==> src/sv/mrrs_pkg.sv <==
// Package for the multilevel round-robin scheduler: sizes, codes and shared types.
// Depends on nothing; used by the interfaces and every module.
package mrrs_pkg;

  localparam int NumTasksDef      = 64;
  localparam int NumLevelsDef     = 8;
  localparam int TasksPerLevelDef = 16;

  localparam int TaskW  = 6;
  localparam int LevelW = 4;
  localparam int SliceW = 8;

  localparam logic [SliceW-1:0] InitSlice = 8'd2;

  typedef enum logic [1:0] {
    ACT_ALLOC = 2'd0,
    ACT_RUN   = 2'd1,
    ACT_SLEEP = 2'd2,
    ACT_TIMER = 2'd3
  } action_t;

  typedef enum logic [1:0] {
    ST_FREE  = 2'd0,
    ST_SLEEP = 2'd1,
    ST_RUN   = 2'd2
  } task_state_t;

  typedef enum logic [1:0] {
    STS_OK      = 2'd0,
    STS_NO_FREE = 2'd1,
    STS_FULL    = 2'd2,
    STS_NO_RUN  = 2'd3
  } status_t;

  typedef struct packed {
    logic [1:0]        action;
    logic [TaskW-1:0]  task_id;
    logic [LevelW-1:0] level;
    logic [SliceW-1:0] priority_req;
  } req_t;

  typedef struct packed {
    logic [TaskW-1:0]  result_task;
    logic [SliceW-1:0] slice;
    logic              load_timer;
    logic              switched;
    logic [1:0]        status;
  } rsp_t;

endpackage

==> src/sv/mrrs_if.sv <==
// Valid/ready channel carrying one scheduler request or one response.
// Depends on mrrs_pkg.
interface mrrs_req_if;
  logic           valid;
  logic           ready;
  mrrs_pkg::req_t data;
  modport source (output valid, output data, input ready);
  modport sink   (input valid, input data, output ready);
endinterface

interface mrrs_rsp_if;
  logic           valid;
  logic           ready;
  mrrs_pkg::rsp_t data;
  modport source (output valid, output data, input ready);
  modport sink   (input valid, input data, output ready);
endinterface

==> src/sv/mrrs_task_mem.sv <==
// Per-task table (state, level, slice) in one synchronous memory with registered read.
// Depends on mrrs_pkg. Rows never written read as free, level 0, slice 0.
module mrrs_task_mem #(
  parameter int NUM_TASKS  = mrrs_pkg::NumTasksDef,
  parameter int NUM_LEVELS = mrrs_pkg::NumLevelsDef
) (
  input  logic                          clk,
  input  logic                          rst_n,
  input  logic [$clog2(NUM_TASKS)-1:0]  rd_addr,
  output logic [1:0]                    rd_state,
  output logic [$clog2(NUM_LEVELS+1)-1:0] rd_level,
  output logic [mrrs_pkg::SliceW-1:0]   rd_slice,
  input  logic                          wr_en,
  input  logic [$clog2(NUM_TASKS)-1:0]  wr_addr,
  input  logic [1:0]                    wr_state,
  input  logic [$clog2(NUM_LEVELS+1)-1:0] wr_level,
  input  logic [mrrs_pkg::SliceW-1:0]   wr_slice
);
  localparam int LW = $clog2(NUM_LEVELS+1);
  localparam int DW = 2 + LW + mrrs_pkg::SliceW;

  logic [DW-1:0]        mem [NUM_TASKS];
  logic [NUM_TASKS-1:0] vld_r;
  logic [DW-1:0]        rd_r;
  logic                 rd_vld_r;

  // Task 0 is written after reset by the controller's init state; valid bits cover the rest.
  always_ff @(posedge clk) begin
    if (!rst_n) begin
      vld_r <= '0;
    end else if (wr_en) begin
      vld_r[wr_addr] <= 1'b1;
    end
  end

  always_ff @(posedge clk) begin
    if (wr_en) begin
      mem[wr_addr] <= {wr_state, wr_level, wr_slice};
    end
    rd_r     <= (wr_en && wr_addr == rd_addr) ? {wr_state, wr_level, wr_slice}
                                                : mem[rd_addr];
    rd_vld_r <= vld_r[rd_addr] || (wr_en && wr_addr == rd_addr);
  end

  assign rd_state = rd_vld_r ? rd_r[DW-1 -: 2] : 2'(mrrs_pkg::ST_FREE);
  assign rd_level = rd_vld_r ? rd_r[mrrs_pkg::SliceW +: LW] : '0;
  assign rd_slice = rd_vld_r ? rd_r[mrrs_pkg::SliceW-1:0] : '0;
endmodule

==> src/sv/mrrs_list_mem.sv <==
// Run-list storage: one synchronous memory indexed by {level, slot}, with registered read.
// Depends on mrrs_pkg. Entries are only read below a level's count, so no clearing.
module mrrs_list_mem #(
  parameter int NUM_TASKS       = mrrs_pkg::NumTasksDef,
  parameter int NUM_LEVELS      = mrrs_pkg::NumLevelsDef,
  parameter int TASKS_PER_LEVEL = mrrs_pkg::TasksPerLevelDef
) (
  input  logic                                  clk,
  input  logic [$clog2(NUM_LEVELS*TASKS_PER_LEVEL)-1:0] rd_addr,
  output logic [$clog2(NUM_TASKS)-1:0]          rd_data,
  input  logic                                  wr_en,
  input  logic [$clog2(NUM_LEVELS*TASKS_PER_LEVEL)-1:0] wr_addr,
  input  logic [$clog2(NUM_TASKS)-1:0]          wr_data
);
  localparam int Depth = NUM_LEVELS * TASKS_PER_LEVEL;

  logic [$clog2(NUM_TASKS)-1:0] mem [Depth];

  always_ff @(posedge clk) begin
    if (wr_en) begin
      mem[wr_addr] <= wr_data;
    end
    rd_data <= mem[rd_addr];
  end
endmodule

==> src/sv/mrrs_ctrl.sv <==
// Sequencer that runs each request as a series of memory read/modify/write steps.
// Depends on mrrs_pkg; drives mrrs_task_mem and mrrs_list_mem ports.
module mrrs_ctrl #(
  parameter int NUM_TASKS       = mrrs_pkg::NumTasksDef,
  parameter int NUM_LEVELS      = mrrs_pkg::NumLevelsDef,
  parameter int TASKS_PER_LEVEL = mrrs_pkg::TasksPerLevelDef
) (
  input  logic                  clk,
  input  logic                  rst_n,
  input  logic                  req_valid,
  output logic                  req_ready,
  input  mrrs_pkg::req_t        req,
  output logic                  rsp_valid,
  input  logic                  rsp_ready,
  output mrrs_pkg::rsp_t        rsp,
  // task memory
  output logic [$clog2(NUM_TASKS)-1:0]    t_rd_addr,
  input  logic [1:0]                      t_rd_state,
  input  logic [$clog2(NUM_LEVELS+1)-1:0] t_rd_level,
  input  logic [mrrs_pkg::SliceW-1:0]     t_rd_slice,
  output logic                            t_wr_en,
  output logic [$clog2(NUM_TASKS)-1:0]    t_wr_addr,
  output logic [1:0]                      t_wr_state,
  output logic [$clog2(NUM_LEVELS+1)-1:0] t_wr_level,
  output logic [mrrs_pkg::SliceW-1:0]     t_wr_slice,
  // list memory
  output logic [$clog2(NUM_LEVELS*TASKS_PER_LEVEL)-1:0] l_rd_addr,
  input  logic [$clog2(NUM_TASKS)-1:0]                  l_rd_data,
  output logic                                          l_wr_en,
  output logic [$clog2(NUM_LEVELS*TASKS_PER_LEVEL)-1:0] l_wr_addr,
  output logic [$clog2(NUM_TASKS)-1:0]                  l_wr_data
);
  localparam int TW  = $clog2(NUM_TASKS);
  localparam int LW  = $clog2(NUM_LEVELS+1);
  localparam int LIW = (NUM_LEVELS > 1) ? $clog2(NUM_LEVELS) : 1;
  localparam int SW  = $clog2(TASKS_PER_LEVEL);
  localparam int CW  = $clog2(TASKS_PER_LEVEL+1);
  localparam int AW  = $clog2(NUM_LEVELS*TASKS_PER_LEVEL);
  localparam int SLW = mrrs_pkg::SliceW;

  typedef enum logic [11:0] {
    S_INIT  = 12'b000000000001,
    S_IDLE  = 12'b000000000010,
    S_ARD   = 12'b000000000100, // alloc scan: read issued
    S_TRD   = 12'b000000001000, // task row read for run/sleep
    S_RUNW  = 12'b000000010000,
    S_FIND  = 12'b000000100000, // search run list for the sleeping task
    S_SHIFT = 12'b000001000000, // compaction: read slot i+1
    S_SHW   = 12'b000010000000,
    S_PICK  = 12'b000100000000, // choose executing task
    S_ERD   = 12'b001000000000, // list entry read for exec task
    S_SRD   = 12'b010000000000, // slice read of the reported task
    S_OUT   = 12'b100000000000
  } state_t;

  state_t state_r, state_nxt;

  logic [CW-1:0]  cnt_r  [NUM_LEVELS];
  logic [SW-1:0]  cur_r  [NUM_LEVELS];
  logic [LIW-1:0] act_r;
  logic           recheck_r;
  logic [TW-1:0]  exec_r;

  mrrs_pkg::req_t req_r;
  logic [TW:0]    scan_r;     // alloc scan index, one bit wider for the end
  logic [LIW-1:0] lv_r;       // level under work
  logic [CW-1:0]  idx_r;
  logic [TW-1:0]  prev_r;
  logic [TW-1:0]  rtask_r;
  logic [1:0]     status_r;
  logic           load_r, sw_r, is_alloc_r, rd_pend_r;
  logic [SLW-1:0] slice_r;

  // Lowest-numbered nonempty level, searched over all NUM_LEVELS levels.
  logic           any_nz;
  logic [LIW-1:0] top_lv;
  always_comb begin
    any_nz = 1'b0;
    top_lv = '0;
    for (int i = NUM_LEVELS-1; i >= 0; i--) begin
      if (cnt_r[i] != '0) begin
        any_nz = 1'b1;
        top_lv = LIW'(i);
      end
    end
  end

  logic [TW-1:0] tid_sized;
  logic          tid_ok;
  assign tid_sized = TW'(req_r.task_id);
  assign tid_ok    = (32'(req_r.task_id) < NUM_TASKS);

  // Run level: new level when nonnegative, else stored one; saturate to the top.
  logic [LW:0]    run_lv_raw;
  logic [LIW-1:0] run_lv;
  always_comb begin
    run_lv_raw = req_r.level[3] ? (LW+1)'(t_rd_level) : (LW+1)'(req_r.level[2:0]);
    run_lv = (32'(run_lv_raw) >= NUM_LEVELS) ? LIW'(NUM_LEVELS-1) : LIW'(run_lv_raw);
  end

  // A timer only finds a task when the level it ends up on is nonempty.
  logic pick_found;
  assign pick_found = (req_r.action == 2'(mrrs_pkg::ACT_TIMER)) ?
                      (recheck_r ? any_nz : (cnt_r[act_r] != '0)) : any_nz;

  function automatic logic [AW-1:0] ladr(input logic [LIW-1:0] l, input logic [CW-1:0] s);
    logic [31:0] a;
    a = 32'(l) * TASKS_PER_LEVEL + 32'(s);
    return AW'(a);
  endfunction

  logic [CW-1:0] pick_cur;
  assign pick_cur = (CW'(cur_r[act_r]) >= cnt_r[act_r]) ? '0 : CW'(cur_r[act_r]);

  assign req_ready = (state_r == S_IDLE);
  assign rsp_valid = (state_r == S_OUT);
  assign rsp.result_task = rtask_r;
  assign rsp.slice       = slice_r;
  assign rsp.load_timer  = load_r;
  assign rsp.switched    = sw_r;
  assign rsp.status      = status_r;

  always_comb begin
    state_nxt  = state_r;
    t_rd_addr  = tid_sized;
    t_wr_en    = 1'b0;
    t_wr_addr  = tid_sized;
    t_wr_state = t_rd_state;
    t_wr_level = t_rd_level;
    t_wr_slice = t_rd_slice;
    l_rd_addr  = ladr(lv_r, idx_r);
    l_wr_en    = 1'b0;
    l_wr_addr  = ladr(lv_r, idx_r);
    l_wr_data  = l_rd_data;
    case (state_r)
      S_INIT: begin
        t_wr_en    = 1'b1;
        t_wr_addr  = '0;
        t_wr_state = 2'(mrrs_pkg::ST_RUN);
        t_wr_level = '0;
        t_wr_slice = mrrs_pkg::InitSlice;
        l_wr_en    = 1'b1;
        l_wr_addr  = '0;
        l_wr_data  = '0;
        state_nxt  = S_IDLE;
      end
      S_IDLE: begin
        if (req_valid) begin
          case (mrrs_pkg::action_t'(req.action))
            mrrs_pkg::ACT_ALLOC: state_nxt = S_ARD;
            mrrs_pkg::ACT_TIMER: state_nxt = S_PICK;
            default:             state_nxt = S_TRD;
          endcase
        end
      end
      S_ARD: begin
        t_rd_addr = TW'(scan_r);
        if (rd_pend_r && t_rd_state == 2'(mrrs_pkg::ST_FREE)) begin
          t_wr_en    = 1'b1;
          t_wr_addr  = TW'(scan_r - 1'b1);
          t_wr_state = 2'(mrrs_pkg::ST_SLEEP);
          state_nxt  = S_SRD;
        end else if (rd_pend_r && 32'(scan_r) >= NUM_TASKS) begin
          state_nxt = S_OUT;
        end
      end
      S_TRD: begin
        if (rd_pend_r) begin
          if (!tid_ok) begin
            state_nxt = S_SRD;
          end else if (req_r.action == 2'(mrrs_pkg::ACT_RUN)) begin
            state_nxt = S_RUNW;
          end else if (t_rd_state == 2'(mrrs_pkg::ST_RUN)) begin
            t_wr_en    = 1'b1;
            t_wr_state = 2'(mrrs_pkg::ST_SLEEP);
            state_nxt  = (32'(t_rd_level) < NUM_LEVELS) ? S_FIND : S_PICK;
          end else begin
            state_nxt = S_SRD;
          end
        end
      end
      S_RUNW: begin
        if (t_rd_state != 2'(mrrs_pkg::ST_RUN)) begin
          if (cnt_r[run_lv] < CW'(TASKS_PER_LEVEL)) begin
            t_wr_en    = 1'b1;
            t_wr_state = 2'(mrrs_pkg::ST_RUN);
            t_wr_level = LW'(run_lv);
            if (req_r.priority_req != '0) t_wr_slice = req_r.priority_req;
            l_wr_en   = 1'b1;
            l_wr_addr = ladr(run_lv, cnt_r[run_lv]);
            l_wr_data = tid_sized;
          end
        end else if (req_r.priority_req != '0) begin
          t_wr_en    = 1'b1;
          t_wr_slice = req_r.priority_req;
        end
        state_nxt = S_SRD;
      end
      S_FIND: begin
        if (rd_pend_r && l_rd_data == tid_sized && idx_r != '0) begin
          state_nxt = S_SHIFT;
        end else if (idx_r >= cnt_r[lv_r]) begin
          state_nxt = S_PICK;
        end
      end
      S_SHIFT: begin
        l_rd_addr = ladr(lv_r, idx_r + 1'b1);
        if (idx_r >= cnt_r[lv_r]) state_nxt = S_PICK;
        else state_nxt = S_SHW;
      end
      S_SHW: begin
        l_wr_en   = 1'b1;
        state_nxt = S_SHIFT;
      end
      S_PICK: begin
        if (req_r.action == 2'(mrrs_pkg::ACT_SLEEP) && tid_sized != exec_r) begin
          state_nxt = S_SRD;
        end else if (pick_found) begin
          state_nxt = S_ERD;
        end else begin
          state_nxt = S_SRD;
        end
      end
      S_ERD: begin
        l_rd_addr = ladr(act_r, pick_cur);
        if (rd_pend_r) state_nxt = S_SRD;
      end
      S_SRD: begin
        t_rd_addr = rtask_r;
        if (rd_pend_r) state_nxt = S_OUT;
      end
      S_OUT: begin
        if (rsp_ready) state_nxt = S_IDLE;
      end
      default: state_nxt = S_IDLE;
    endcase
  end

  always_ff @(posedge clk) begin
    if (!rst_n) begin
      state_r   <= S_INIT;
      for (int i = 0; i < NUM_LEVELS; i++) begin
        cnt_r[i] <= (i == 0) ? CW'(1) : '0;
        cur_r[i] <= '0;
      end
      act_r     <= '0;
      recheck_r <= 1'b0;
      exec_r    <= '0;
      rd_pend_r <= 1'b0;
    end else begin
      state_r <= state_nxt;
      case (state_r)
        S_IDLE: begin
          if (req_valid) begin
            req_r      <= req;
            scan_r     <= '0;
            rd_pend_r  <= 1'b0;
            prev_r     <= exec_r;
            rtask_r    <= exec_r;
            status_r   <= 2'(mrrs_pkg::STS_OK);
            load_r     <= 1'b0;
            sw_r       <= 1'b0;
            is_alloc_r <= (req.action == 2'(mrrs_pkg::ACT_ALLOC));
          end
        end
        S_ARD: begin
          rd_pend_r <= (state_nxt == S_ARD);
          scan_r    <= scan_r + 1'b1;
          if (rd_pend_r && t_rd_state == 2'(mrrs_pkg::ST_FREE)) begin
            rtask_r <= TW'(scan_r - 1'b1);
          end else if (rd_pend_r && 32'(scan_r) >= NUM_TASKS) begin
            rtask_r  <= '0;
            slice_r  <= '0;
            status_r <= 2'(mrrs_pkg::STS_NO_FREE);
          end
        end
        S_TRD: begin
          rd_pend_r <= ~rd_pend_r;
          if (rd_pend_r) begin
            lv_r  <= LIW'(t_rd_level);
            idx_r <= '0;
          end
        end
        S_RUNW: begin
          rd_pend_r <= 1'b0;
          if (t_rd_state != 2'(mrrs_pkg::ST_RUN)) begin
            if (cnt_r[run_lv] < CW'(TASKS_PER_LEVEL)) begin
              cnt_r[run_lv] <= cnt_r[run_lv] + 1'b1;
              recheck_r     <= 1'b1;
            end else begin
              status_r <= 2'(mrrs_pkg::STS_FULL);
            end
          end else begin
            recheck_r <= 1'b1;
          end
        end
        S_FIND: begin
          // Reads run one slot ahead of the compare.
          if (rd_pend_r && l_rd_data == tid_sized && idx_r != '0) begin
            idx_r <= idx_r - 1'b1;
            cnt_r[lv_r] <= cnt_r[lv_r] - 1'b1;
            if (CW'(cur_r[lv_r]) > idx_r - 1'b1 ||
                CW'(cur_r[lv_r]) >= cnt_r[lv_r] - 1'b1) begin
              if (CW'(cur_r[lv_r]) > idx_r - 1'b1 &&
                  CW'(cur_r[lv_r]) - 1'b1 < cnt_r[lv_r] - 1'b1)
                cur_r[lv_r] <= cur_r[lv_r] - 1'b1;
              else
                cur_r[lv_r] <= '0;
            end
            rd_pend_r <= 1'b0;
          end else begin
            idx_r     <= idx_r + 1'b1;
            rd_pend_r <= (idx_r < cnt_r[lv_r]);
          end
        end
        S_SHIFT: ;
        S_SHW: idx_r <= idx_r + 1'b1;
        S_PICK: begin
          rd_pend_r <= 1'b0;
          if (req_r.action == 2'(mrrs_pkg::ACT_TIMER)) begin
            load_r <= 1'b1;
            if (cnt_r[act_r] != '0) begin
              if (CW'(cur_r[act_r]) + 1'b1 >= cnt_r[act_r]) cur_r[act_r] <= '0;
              else cur_r[act_r] <= cur_r[act_r] + 1'b1;
            end
            if (recheck_r) begin
              if (any_nz) act_r <= top_lv;
              recheck_r <= 1'b0;
            end
            if (!pick_found)
              status_r <= 2'(mrrs_pkg::STS_NO_RUN);
          end else if (tid_sized == exec_r) begin
            if (any_nz) act_r <= top_lv;
            recheck_r <= 1'b0;
            if (!any_nz) status_r <= 2'(mrrs_pkg::STS_NO_RUN);
          end
        end
        S_ERD: begin
          rd_pend_r <= ~rd_pend_r;
          if (rd_pend_r) begin
            exec_r    <= l_rd_data;
            rtask_r   <= l_rd_data;
            sw_r      <= (l_rd_data != prev_r);
          end
        end
        S_SRD: begin
          rd_pend_r <= ~rd_pend_r;
          if (rd_pend_r) begin
            if (!(is_alloc_r && status_r == 2'(mrrs_pkg::STS_NO_FREE)))
              slice_r <= t_rd_slice;
          end
        end
        default: ;
      endcase
    end
  end
endmodule

==> src/sv/multilevel_round_robin_scheduler.sv <==
// Top level of the multilevel round-robin scheduler: channels, task and list memories.
// Depends on mrrs_pkg, mrrs_if, mrrs_task_mem, mrrs_list_mem and mrrs_ctrl.
//
//  channel | dir | handshake          | payload
//  in_     | in  | in_valid/in_ready  | action, task_id, level, priority_req
//  out_    | out | out_valid/out_ready| result_task, slice, load_timer, switched, status
//
// One request at a time. Alloc scans the task memory one row a cycle; sleep walks the
// run list and compacts it, reading each later slot (S_SHIFT) and writing it back
// one place down (S_SHW). After reset, the init state writes task 0 before the first
// request is taken. The response waits in its register until taken; no new request
// until then.
module multilevel_round_robin_scheduler #(
  parameter int NUM_TASKS       = mrrs_pkg::NumTasksDef,
  parameter int NUM_LEVELS      = mrrs_pkg::NumLevelsDef,
  parameter int TASKS_PER_LEVEL = mrrs_pkg::TasksPerLevelDef
) (
  input logic         clk,
  input logic         rst_n,
  mrrs_req_if.sink    in_ch,
  mrrs_rsp_if.source  out_ch
);
  localparam int TW = $clog2(NUM_TASKS);
  localparam int LW = $clog2(NUM_LEVELS+1);
  localparam int AW = $clog2(NUM_LEVELS*TASKS_PER_LEVEL);

  logic [TW-1:0] t_rd_addr, t_wr_addr;
  logic [1:0]    t_rd_state, t_wr_state;
  logic [LW-1:0] t_rd_level, t_wr_level;
  logic [7:0]    t_rd_slice, t_wr_slice;
  logic          t_wr_en;
  logic [AW-1:0] l_rd_addr, l_wr_addr;
  logic [TW-1:0] l_rd_data, l_wr_data;
  logic          l_wr_en;
  mrrs_pkg::rsp_t rsp;

  mrrs_task_mem #(.NUM_TASKS(NUM_TASKS), .NUM_LEVELS(NUM_LEVELS)) u_task (
    .clk, .rst_n, .rd_addr(t_rd_addr), .rd_state(t_rd_state), .rd_level(t_rd_level),
    .rd_slice(t_rd_slice), .wr_en(t_wr_en), .wr_addr(t_wr_addr), .wr_state(t_wr_state),
    .wr_level(t_wr_level), .wr_slice(t_wr_slice)
  );

  mrrs_list_mem #(.NUM_TASKS(NUM_TASKS), .NUM_LEVELS(NUM_LEVELS),
                  .TASKS_PER_LEVEL(TASKS_PER_LEVEL)) u_list (
    .clk, .rd_addr(l_rd_addr), .rd_data(l_rd_data), .wr_en(l_wr_en),
    .wr_addr(l_wr_addr), .wr_data(l_wr_data)
  );

  mrrs_ctrl #(.NUM_TASKS(NUM_TASKS), .NUM_LEVELS(NUM_LEVELS),
              .TASKS_PER_LEVEL(TASKS_PER_LEVEL)) u_ctrl (
    .clk, .rst_n,
    .req_valid(in_ch.valid), .req_ready(in_ch.ready), .req(in_ch.data),
    .rsp_valid(out_ch.valid), .rsp_ready(out_ch.ready), .rsp(rsp),
    .t_rd_addr, .t_rd_state, .t_rd_level, .t_rd_slice, .t_wr_en, .t_wr_addr,
    .t_wr_state, .t_wr_level, .t_wr_slice,
    .l_rd_addr, .l_rd_data, .l_wr_en, .l_wr_addr, .l_wr_data
  );

  assign out_ch.data = rsp;

`ifndef ASSERT_OFF
  // A request is never taken while a response is still offered.
  a_no_overlap: assert property (@(posedge clk) disable iff (!rst_n)
    !(in_ch.ready && out_ch.valid)) else $error("request taken while response pending");
  // A timer reload never comes with a no-free or full status.
  a_load_only_on_timer: assert property (@(posedge clk) disable iff (!rst_n)
    out_ch.valid && out_ch.data.load_timer |-> out_ch.data.status != 2'(mrrs_pkg::STS_NO_FREE)
    && out_ch.data.status != 2'(mrrs_pkg::STS_FULL)) else $error("bad load_timer");
  // A switch never comes with a failure status.
  a_switch_ok: assert property (@(posedge clk) disable iff (!rst_n)
    out_ch.valid && out_ch.data.switched |-> out_ch.data.status == 2'(mrrs_pkg::STS_OK))
    else $error("switch with failure status");
`endif
endmodule
==> src/flat_wrapper.sv <==
// flat-port wrapper written by rule: the top's interface ports become plain ports
module multilevel_round_robin_scheduler_flat 
#(
  parameter int NUM_TASKS       = mrrs_pkg::NumTasksDef,
  parameter int NUM_LEVELS      = mrrs_pkg::NumLevelsDef,
  parameter int TASKS_PER_LEVEL = mrrs_pkg::TasksPerLevelDef
)
  (clk, rst_n, in_ch_valid, in_ch_data, in_ch_ready, out_ch_valid, out_ch_data, out_ch_ready);
  mrrs_req_if in_ch_i ();
  mrrs_rsp_if out_ch_i ();
  input logic clk;
  input logic rst_n;
  input wire logic [$bits(in_ch_i.valid)-1:0] in_ch_valid;
  input wire logic [$bits(in_ch_i.data)-1:0] in_ch_data;
  output wire logic [$bits(in_ch_i.ready)-1:0] in_ch_ready;
  output wire logic [$bits(out_ch_i.valid)-1:0] out_ch_valid;
  output wire logic [$bits(out_ch_i.data)-1:0] out_ch_data;
  input wire logic [$bits(out_ch_i.ready)-1:0] out_ch_ready;
  assign in_ch_i.valid = in_ch_valid;
  assign in_ch_i.data = in_ch_data;
  assign in_ch_ready = in_ch_i.ready;
  assign out_ch_valid = out_ch_i.valid;
  assign out_ch_data = out_ch_i.data;
  assign out_ch_i.ready = out_ch_ready;
  multilevel_round_robin_scheduler #(.NUM_TASKS(NUM_TASKS), .NUM_LEVELS(NUM_LEVELS), .TASKS_PER_LEVEL(TASKS_PER_LEVEL)) u_core (.clk(clk), .rst_n(rst_n), .in_ch(in_ch_i), .out_ch(out_ch_i));
endmodule
==> config.mk <==
export PLATFORM = sky130hd
export DESIGN_NAME = multilevel_round_robin_scheduler_flat
export DESIGN_NICKNAME = d
export VERILOG_FILES = /design/src/sv/mrrs_pkg.sv /design/src/sv/mrrs_if.sv /design/src/sv/mrrs_task_mem.sv /design/src/sv/mrrs_list_mem.sv /design/src/sv/mrrs_ctrl.sv /design/src/sv/multilevel_round_robin_scheduler.sv /design/src/flat_wrapper.sv
export SDC_FILE = /design/constraint.sdc
export NUM_CORES = 2
export LEC_CHECK = 0
export ABC_CLOCK_PERIOD_IN_PS = 8300
export BUFFER_PORTS_ARGS = -buffer_cell sky130_fd_sc_hd__buf_2
export CORE_MARGIN = 1.5
export CORE_UTILIZATION = 40
export DETAILED_ROUTE_END_ITERATION = 16
export SLEW_MARGIN = 20
export SYNTH_ARGS = -nofsm -noshare
export SYNTH_HDL_FRONTEND = slang
export SYNTH_SLANG_ARGS = --single-unit
export TNS_END_PERCENT = 30
==> constraint.sdc <==
create_clock -name clk -period 8.3 [get_ports clk]
set_input_delay 0.415 -clock clk [delete_from_list [all_inputs] [get_ports clk]]
set_output_delay 0.415 -clock clk [all_outputs]
set_load 0.005 [all_outputs]
==> metrics <==
run status completed; die area 202000 um2; largest net degree at the start of global routing 173; Die W 450 um; Yosys reg bits 1902; Worst Reg2Reg Path Length in Cells 15; Buffers on Ports 43; via count 48000; Finished Cell Area 90200 um2; top_reg_cell synth edfxtp_1; chip height 450 um; Setup CP Type reg -> reg; Clock Sinks 1902; Core Footprint 198000 um2; vias in the first global route 47100; Seq/Total Area, Yosys 70.2%; WL met1 91200 um; post-synth net total 5263; setup tns final 0 ns; ANT nets after route 0; worst endpoint required time 8.86 ns; drc violations 0; TritonCTS buffer count 189; Syn-to-layout area delta 13.1%; CTS H-tree depth 4; CTS max path bufs 3; Final Critical Period 6.92 ns; LEAKAGE 0.0295 uW; Initial DRC Count 5499; main area contributors after synthesis edfxtp_1 (68%), mux4_2 (7.6%), nand2_1 (2.7%); DR top layer met5; Final Max Tran Viols 0; synthesized instance count 5196; PD cells 218 nW/um2; multi-input logic area 22300 um2; Synth area leader edfxtp_1; WHS Path Cells 4; Cell Rows 163; Max Freq 144 MHz; Min-Delay Path Class in -> reg; number of flops mapped to enable cells by yosys 1796; Final Power 19600 uW; register area 56100 um2; Slew HR 20.3%; global-route wire length before repair 322000 um; worst-path fanout max 48; Overflow after GRT 0; Starting Density 40.3%; layout cells sized above 1 16.6%; Yosys top cell area share 67.6%; dpl cell area 83800 um2; routed wl met3 16000 um; CTS Root Cell clkbuf_16; TritonCTS clock tree built; Final Setup Violations 0; Synth top cells by count edfxtp_1 (1796), nand2_1 (568), nor2_1 (331); clock slew at reported path FFs 0.06 ns; RSZ-0062 raised after global routing no; Synth async-reset ratio 0%; DR WL met2 106000 um; Filler cells 17100; CP startpoint kind register; worst skew pair latency 0.84 ns; Nets 5354; CP arrival 7.48 ns; Final GP Congestion 0.912; Yosys cell types 91; Yosys warning count 0; Max-Cap Viols 0; vias per inst 5.93; final period utilization 83.4%; worst reg2reg path endpoint u_core.u_task.mem[39][4]; Layout Skew 0.0588 ns; Hold Startpoint in_ch_valid; mapped cell area 79800 um2; hold endpoint u_core.u_ctrl.state_r[1]; router iterations before antenna repair 6; measured slew at the worst slew-check pin 1.19 ns; final WL 220000 um; peak supply drop 220 uV; Final HPWL DP 136000 um; Hold Violations, Final 0; DR WL/cell 27.2 um; R2R Setup Slk 1.38 ns; gr usage total 21.4%; num ports 44; nature of the critical path endpoint register; most common cell in the netlist edfxtp_1; Avg Cell Area, Syn 15.4 um2; initial antenna violation count 8
-- cell type report --
class | instances | share of cell area (%)
Multi-Input combinational cell | 2884 | 24.7
Sequential cell | 1902 | 62.1
Timing Repair Buffer | 257 | 2.43
Clock inverter | 104 | 1.24
Tap cell | 2640 | 3.66
Inverter | 53 | 0.220
Clock buffer | 244 | 5.63
Antenna cell | 6 | 0.0166
-- worst max-delay path by stage --
stage / end / depth (start not counted)
6_report: u_core.u_task.mem[39][4] / 15
5_1_grt: u_core.u_list.mem[44][2] / 18
4_1_cts: u_core.u_list.mem[44][2] / 18
3_5_place_dp: u_core.u_list.mem[45][0] / 18
3_3_place_gp: u_core.u_list.mem[71][5] / 17
2_1_floorplan: u_core.u_list.mem[0][4] / 17
-- logic make-up (layout without fill, tap and decap cells) --
family                   after synthesis  after routing  synth area share [%]
AO/OA/AOI/OAI                        960            960                  8.53
XOR/XNOR                              43             43                 0.472
adder cells (fa/ha/maj)               43             43                 0.674
buffers and inverters                410            658                  2.25
flip-flops                          1902           1902                  70.2
multiplexers                         405            405                  9.38
other                                  0              6                     0
AND/OR/NAND/NOR                     1433           1433                  8.46
-- stage by stage --
stage          util, %  setup slack [ns]  hold WS, ns  std cells
2_1_floorplan        -              1.23        0.432       5196
5_1_grt           45.6              1.04       0.0973       8085
3_5_place_dp      42.4              1.50        0.446       7715
4_1_cts           45.6              1.48       0.0235       8084
6_report          45.6              1.38       0.0782       8090
3_3_place_gp      42.4              1.56        0.440       7715
-- state kept, by name, indices dropped and copies added (netlist names), 2 cells and up, named ones only --
register / cells
u_core.u_ctrl.tid_sized: 6
u_core.u_ctrl.exec_r: 6
u_core.u_task.mem: 896
u_core.u_ctrl.lv_r: 3
u_core.u_ctrl.cnt_r: 40
u_core.u_list.rd_data: 6
u_core.u_task.vld_r: 64
u_core.u_ctrl.scan_r: 7
u_core.u_ctrl.act_r: 3
u_core.u_ctrl.state_r: 12
u_core.u_ctrl.slice_r: 8
u_core.u_ctrl.rtask_r: 6
u_core.u_list.mem: 768
u_core.u_ctrl.prev_r: 6
u_core.u_ctrl.req_r: 14
u_core.u_ctrl.idx_r: 5
u_core.u_ctrl.status_r: 2
u_core.u_ctrl.cur_r: 32
-- repair_timing --
action,CTS,global route
gates resized for setup,0,0
setup buffers,0,0
endpoints found under the hold margin,22,0
hold buffers,21,0
-- report_power, final --
part	internal [uW]	total [uW]	leakage, uW	switching (uW)
registers	10500	10500	0.0173	34.0
clock network	4870	8580	0.00300	3710
logic	150	527	0.00917	377
-- placed cells by master, fill, tap and decap left out, types with 46 or more instances in the layout --
cell,count
and3_1,206
edfxtp_1,1796
clkbuf_16,191
a22oi_1,46
a311oi_1,99
inv_1,50
mux4_2,271
nor3_1,62
mux2i_1,111
a21oi_1,149
buf_4,169
dfxtp_1,102
a211oi_1,269
nor2_1,326
o21a_1,71
nand3_1,65
a31oi_1,117
nand2_1,567
-- worst max-delay path, cell delays in order (launching register included) --
cell and delay [ns]:
dfxtp_4 0.86, buf_4 0.34, mux4_2 0.25, mux4_2 0.22, o22ai_1 0.07, or3_2 0.53, a21oi_2 0.46, nor2_4 0.17
inv_2 0.35, mux2_2 0.42, mux2i_1 0.25, mux2i_1 0.35, a21oi_2 1.03, o21ai_0 0.39, o21ai_4 0.36, buf_4 0.50
-- metal layers --
layer / track usage (%) / vias up
met2: 34.8 / 2099
met3: 3.20 / 395
met1: 29.2 / 24700
li1: - / 20800
met4: 7.40 / 6
met5: 0 / -
(Power assumes the default switching activity.)
